--- src/hdl/sha512_pkg.sv ---
// sha-512 package: constants, types and message schedule functions
`default_nettype none
package sha512_pkg;

    localparam int unsigned WordW = 64;

    typedef logic [63:0] t_word;

    // round constants
    localparam logic [63:0] RoundConst [80] = '{
        64'h428a2f98d728ae22, 64'h7137449123ef65cd, 64'hb5c0fbcfec4d3b2f, 64'he9b5dba58189dbbc,
        64'h3956c25bf348b538, 64'h59f111f1b605d019, 64'h923f82a4af194f9b, 64'hab1c5ed5da6d8118,
        64'hd807aa98a3030242, 64'h12835b0145706fbe, 64'h243185be4ee4b28c, 64'h550c7dc3d5ffb4e2,
        64'h72be5d74f27b896f, 64'h80deb1fe3b1696b1, 64'h9bdc06a725c71235, 64'hc19bf174cf692694,
        64'he49b69c19ef14ad2, 64'hefbe4786384f25e3, 64'h0fc19dc68b8cd5b5, 64'h240ca1cc77ac9c65,
        64'h2de92c6f592b0275, 64'h4a7484aa6ea6e483, 64'h5cb0a9dcbd41fbd4, 64'h76f988da831153b5,
        64'h983e5152ee66dfab, 64'ha831c66d2db43210, 64'hb00327c898fb213f, 64'hbf597fc7beef0ee4,
        64'hc6e00bf33da88fc2, 64'hd5a79147930aa725, 64'h06ca6351e003826f, 64'h142929670a0e6e70,
        64'h27b70a8546d22ffc, 64'h2e1b21385c26c926, 64'h4d2c6dfc5ac42aed, 64'h53380d139d95b3df,
        64'h650a73548baf63de, 64'h766a0abb3c77b2a8, 64'h81c2c92e47edaee6, 64'h92722c851482353b,
        64'ha2bfe8a14cf10364, 64'ha81a664bbc423001, 64'hc24b8b70d0f89791, 64'hc76c51a30654be30,
        64'hd192e819d6ef5218, 64'hd69906245565a910, 64'hf40e35855771202a, 64'h106aa07032bbd1b8,
        64'h19a4c116b8d2d0c8, 64'h1e376c085141ab53, 64'h2748774cdf8eeb99, 64'h34b0bcb5e19b48a8,
        64'h391c0cb3c5c95a63, 64'h4ed8aa4ae3418acb, 64'h5b9cca4f7763e373, 64'h682e6ff3d6b2b8a3,
        64'h748f82ee5defb2fc, 64'h78a5636f43172f60, 64'h84c87814a1f0ab72, 64'h8cc702081a6439ec,
        64'h90befffa23631e28, 64'ha4506cebde82bde9, 64'hbef9a3f7b2c67915, 64'hc67178f2e372532b,
        64'hca273eceea26619c, 64'hd186b8c721c0c207, 64'heada7dd6cde0eb1e, 64'hf57d4f7fee6ed178,
        64'h06f067aa72176fba, 64'h0a637dc5a2c898a6, 64'h113f9804bef90dae, 64'h1b710b35131c471b,
        64'h28db77f523047d84, 64'h32caab7b40c72493, 64'h3c9ebe0a15c9bebc, 64'h431d67c49c100d4c,
        64'h4cc5d4becb3e42b6, 64'h597f299cfc657e2a, 64'h5fcb6fab3ad6faec, 64'h6c44198c4a475817
    };

    // initial hash value
    localparam logic [63:0] InitHash [8] = '{
        64'h6a09e667f3bcc908, 64'hbb67ae8584caa73b, 64'h3c6ef372fe94f82b, 64'ha54ff53a5f1d36f1,
        64'h510e527fade682d1, 64'h9b05688c2b3e6c1f, 64'h1f83d9abfb41bd6b, 64'h5be0cd19137e2179
    };

    // compression control request from sequencer
    typedef struct packed {
        logic       start;  // load working vars from chain
        logic       step;   // run one round
        logic       fold;   // add working vars into chain
        logic       init;   // restore initial value
        logic [6:0] round;  // round index 0..79
    } t_core_ctl;

    function automatic t_word rotr(input t_word v, input int unsigned k);
        rotr = (v >> k) | (v << (WordW - k));
    endfunction

    function automatic t_word sig0(input t_word x);
        sig0 = rotr(x, 1) ^ rotr(x, 8) ^ (x >> 7);
    endfunction

    function automatic t_word sig1(input t_word x);
        sig1 = rotr(x, 19) ^ rotr(x, 61) ^ (x >> 6);
    endfunction

endpackage
`default_nettype wire

--- src/hdl/sha512_sched.sv ---
// sha-512 message schedule: 16-word window, one new word per round
`default_nettype none
module sha512_sched
    import sha512_pkg::*;
(
    input  wire logic        i_clk,
    input  wire logic        i_load,
    input  wire logic [3:0]  i_load_idx,
    input  wire logic [63:0] i_load_word,
    input  wire logic        i_shift,
    output logic      [63:0] o_w
);

    logic [63:0] r_win [16];
    logic [63:0] n_new;

    // next schedule word
    assign n_new = r_win[0] + sig0(r_win[1]) + r_win[9] + sig1(r_win[14]);
    assign o_w   = r_win[0];

    // window: loaded by word, shifted once per round
    always_ff @(posedge i_clk) begin
        if (i_load) begin
            r_win[i_load_idx] <= i_load_word;
        end else if (i_shift) begin
            for (int i = 0; i < 15; i++) begin
                r_win[i] <= r_win[i+1];
            end
            r_win[15] <= n_new;
        end
    end

endmodule
`default_nettype wire

--- config.mk ---
export PLATFORM = sky130hd
export DESIGN_NAME = sha512_sched
export DESIGN_NICKNAME = d
export VERILOG_FILES = /design/src/hdl/sha512_pkg.sv /design/src/hdl/sha512_sched.sv
export SDC_FILE = /design/constraint.sdc
export NUM_CORES = 2
export LEC_CHECK = 0
export BUFFER_PORTS_ARGS = -buffer_cell sky130_fd_sc_hd__buf_2
export CORE_MARGIN = 3
export CORE_UTILIZATION = 50
export DETAILED_ROUTE_END_ITERATION = 7
export PLACE_DENSITY = 0.69
export SLEW_MARGIN = 20
export SYNTH_ARGS = -nofsm -noshare
export SYNTH_HDL_FRONTEND = slang
export SYNTH_SLANG_ARGS = --single-unit
--- constraint.sdc ---
create_clock -name i_clk -period 6.6 [get_ports i_clk]
set_input_delay 0.99 -clock i_clk [delete_from_list [all_inputs] [get_ports i_clk]]
set_output_delay 0.99 -clock i_clk [all_outputs]
set_load 0.01 [all_outputs]
# After elaboration in Yosys (flattened, before gate mapping)
# Memory sizes are Yosys's and may differ from the RTL's.
# Index checks and enable logic that the tools add are counted.
# Widths: inputs -> output; s select.
[totals] reg_bits=0 ramBits=1024 in_bits=71 output_inout_bits=64 word_cells=21 memories=1
[memory_table] memory="r_win" depth=16 word_bits=64 read_ports=16 rd_ports_with_merged_regs=0 write_ports=16 line="sha512_sched.sv:14" text="logic [63:0] r_win [16];"
[classes] addsub=3 n_mux=8 n_bitwise=8 reduce_logical=1
[op_table] op="$add 64x64->64" n=3
[op_table] op="$xor 64x64->64" n=2
[op_table] op="$mux 64" n=1
[op_table] op="$or 3x64->64" n=1
[op_table] op="$or 45x64->64" n=1
[op_table] op="$or 56x64->64" n=1
[op_table] op="$or 63x64->64" n=1
[op_table] op="$reduce_or 64->1" n=1
[op_table] op="$xor 64x57->64" n=1
[op_table] op="$xor 64x58->64" n=1
[op_table] op="$mux 1" n=6
[op_table] op="$mux 4" n=1

# Logic depth before layout (Yosys ltp)
[depth] depth_word=6 ltp_mapped=18 ltp_nobuf=18

# Worst setup path before layout
# Ideal clock, no wire load.
[synth_timing] path_type="input to register" startpoint="input port i_load_idx[2]" endpoint="memory r_win[1][0] (enable)" t_arrival_ns=5.826 t_required_ns=6.026 setup_slack_ns=0.200 cell_stages=2 path_cell_list="or2_2 > o21ai_0"
[synth_rtl] item="from (decl)" line="sha512_sched.sv:8" text="input wire logic [3:0] i_load_idx,"
[synth_rtl] item="to (decl)" line="sha512_sched.sv:14"

==> flow_summary.ini <==
[clocking]
clk_latency_ns = 0.70
cts_root_buf = clkbuf_16
cts_tree = done
clk_pin_slew_ns = 0.06
cts_sinks = 1024
cts.htree.levels = 3
cts_resized = 0
cts_hold_buf = 0
numCtsBuffers = 107
cts_max_path_buffers = 3
postCtsSetupRepairBufs = 0

[timing]
layout_min_cycle_time_ns = 5.22
finalMaxSlewViolations = 0
timing.hold.ws_ns = 0.505
grt_setup_unrepaired = false
fin_setup_tns_ns = 0
setup_violations = 0
hold_violations = 0
fin_skew_ns = 0.0300
fmax_mhz = 192
fin_crit_sh = 0.791
relSlewSlack = 0.168
tightest_slew_ns = 1.25

[die]
rows = 114
chipHeight_um = 321
die_area_um2 = 103000
io_pins = 135
start_util = 0.508
core_um2 = 97400
die_w_um = 321

[drt]
route.detailed.drc = 0
wirelength_um = 121000
avgRoutedWirePerCell_um = 24.4
vias_per_cell = 5.81
drtIter0Drc = 3106
drt_pass1_iterations = 5
drtAntennaViolNets = 0
dr_total_vias = 28800

[synth]
synth_area_per_cell_um2 = 13.8
ys_seq_area_frac = 0.621
synth_nets = 3840
synthCells = 3580
ys.flop_type = edfxtp_1
syn_area_um2 = 49500
synth.yosys.warnings = 0
synth-seq-cells = 1024
synth_edf_count = 1024
async_reset_ff_frac = 0
synth_cell_types = 80

[pwr]
ir_drop_mv = 0.218
power_density_nw_per_um2 = 366
p_int_w = 0.0136
switching_share = 0.320
pwr-share-comb = 0.293
p_leak_nw = 24.4
p_sw_w = 0.00640
pwr-share-seq = 0.401
p_clk_frac = 0.306

[critical_path]
endpoint_kind = flip-flop
crit_required_ns = 7.05
arrival_ns = 5.67
crit_type = flip-flop to flip-flop
cpPeakStageDelay_ns = 0.63
slowest_stage = xnor2_1
start_kind = flip-flop
crit_path_cell_trace = xnor2_1 -> xnor2_1 -> fa_1 -> fa_1 -> ha_1 -> nand2_1 -> o21ai_0 -> o2111ai_1 -> a21oi_1 -> nor2_1 -> o21ai_1 -> a21oi_2 -> o2111a_1 -> a211o_1
crit_path_max_fanout = 5

[final_layout]
top_register = r_win
drive_above_1_share = 0.104
nNetsFinal = 3845
reg.largest.list = r_win: 1024 flops
syn2layout_area_growth_pct = 10.6
n_fill_cell = 7907
largest_reg_flops = 1024

[global_route]
gr-usage-all-layers = 0.236
overflow = 0
grt_pass1_vias = 27900
grt_max_degree = 228
grt_pass1_wl_um = 182000
antenna_found_initial = 5

[run_status]
status = finished, final reports clean

[flow_run]
max-cap-violations = 0

[worst_hold_path]
hold_path.class = flip-flop to flip-flop

[placed_design]
dp_hpwl_um = 80700
place_congestion = 0.913
io_buffers = 134
==> stage by stage <==
stage	worst slack, ns	cells	total power [W]	util	area (µm²)
after detailed placement	1.39	4749	0.0139	0.525	51100
after floorplan	0.200	3580	0.0125	-	49500
after global routing	1.07	4946	0.0210	0.562	54700
after CTS	1.38	4943	0.0201	0.561	54700
after global placement	1.37	4749	0.0139	0.525	51100
final	1.38	4948	0.0200	0.562	54700
==> logic make-up after synthesis <==
| logic type | Yosys count | synth area share |
|---|---|---|
| fa+ha+maj | 189 | 0.0669 |
| simple gates | 275 | 0.0287 |
| buf+inv | 546 | 0.0436 |
| compound gates | 1245 | 0.186 |
| flops | 1024 | 0.621 |
| xor+xnor | 301 | 0.0533 |
==> cell usage in the layout, fill, tap and decap left out, types with 10 or more instances in the layout <==
master     count
nand4_1       13
and3_1        10
fa_1         126
o21ai_4       16
ha_1          63
a31oi_1       11
o21bai_1      15
clkbuf_1      19
clkinv_2      18
o21ai_0       38
bufinv_16     14
clkinv_1      21
buf_2        134
a21o_1      1019
buf_4         23
nand2_1       91
nor2_1        34
xor2_1        29
nand3_1       14
clkbuf_16    110
inv_1        275
a21oi_1       72
edfxtp_1    1024
xnor2_1      272
and2_1        68
==> worst paths after layout <==
check                    start            end  slack (ns)  cells past startpoint
setup / recovery  r_win[14][4]  r_win[15][33]        1.38                     14
setup reg to reg  r_win[14][4]  r_win[15][33]        1.38                     14
hold reg to reg   r_win[5][62]   r_win[4][62]        0.50                      1
hold / removal    r_win[5][62]   r_win[4][62]        0.50                      1
==> critical path, delay by kind of cell (launching register included) <==
kind | cells | cell delay (ns)
adders and majority gates | 3 | 1.36
DFF | 1 | 0.60
and+or+nand+nor | 2 | 0.19
AOI/OAI and AO/OA | 7 | 2.03
xor gates and xnor gates | 2 | 0.81
==> cells in the mapped netlist (4+ instances only) <==
cell      number  area share
and3_1        10      0.0013
clkbuf_2       4     0.00040
a211o_1        4     0.00071
a21o_2         5     0.00088
clkbuf_1     247       0.019
edfxtp_1    1024        0.62
fa_1         126       0.051
o21a_1         5     0.00076
ha_1          63       0.016
buf_1          7     0.00053
nor3_1         8     0.00081
nand4_1       13      0.0016
clkbuf_8       6      0.0017
o211ai_1       5     0.00076
inv_1        275       0.021
o21ai_1        4     0.00040
o21ai_0       54      0.0055
and2_1        68      0.0086
nand2_1       91      0.0069
nor2b_1        9      0.0011
nor2_1        34      0.0026
o21bai_1      15      0.0023
a21oi_1       72      0.0073
nand3b_1       4     0.00061
nand3_1       14      0.0014
xnor2_1      272       0.048
nand2b_1       4     0.00051
xor2_1        29      0.0051
a211oi_1       5     0.00076
a21o_1      1019        0.15
a41oi_1        5     0.00088
a31oi_1       11      0.0014
==> final cells by class <==
cell class	instances	area (µm²)	area share
repair buffers	167	1040	0.0190
inverters	275	1030	0.0189
flip-flops and latches	1024	30700	0.562
clock buffers	129	2820	0.0516
multi-input cells	2010	16800	0.306
well taps	1276	1600	0.0292
diodes	2	5.00	0.0000914
clock inverters	65	719	0.0131
==> per-layer routing <==
metal  track usage  wire [µm]  vias up
li1              -          -    12900
met1         0.345      53500    14800
met2         0.375      56900      872
met3        0.0318       7100      188
met4        0.0618       3190        0
met5             0          0        -
==> power by group through the flow <==
stage,sequential (W),clock [W],combinational (W)
CTS,0.00802,0.00623,0.00583
global placement,0.00815,0,0.00578
finish,0.00802,0.00613,0.00587
floorplan,0.00809,0,0.00446
global route,0.00805,0.00648,0.00650
detailed placement,0.00816,0,0.00577
Note: power is estimated with default switching activity, not from simulation.
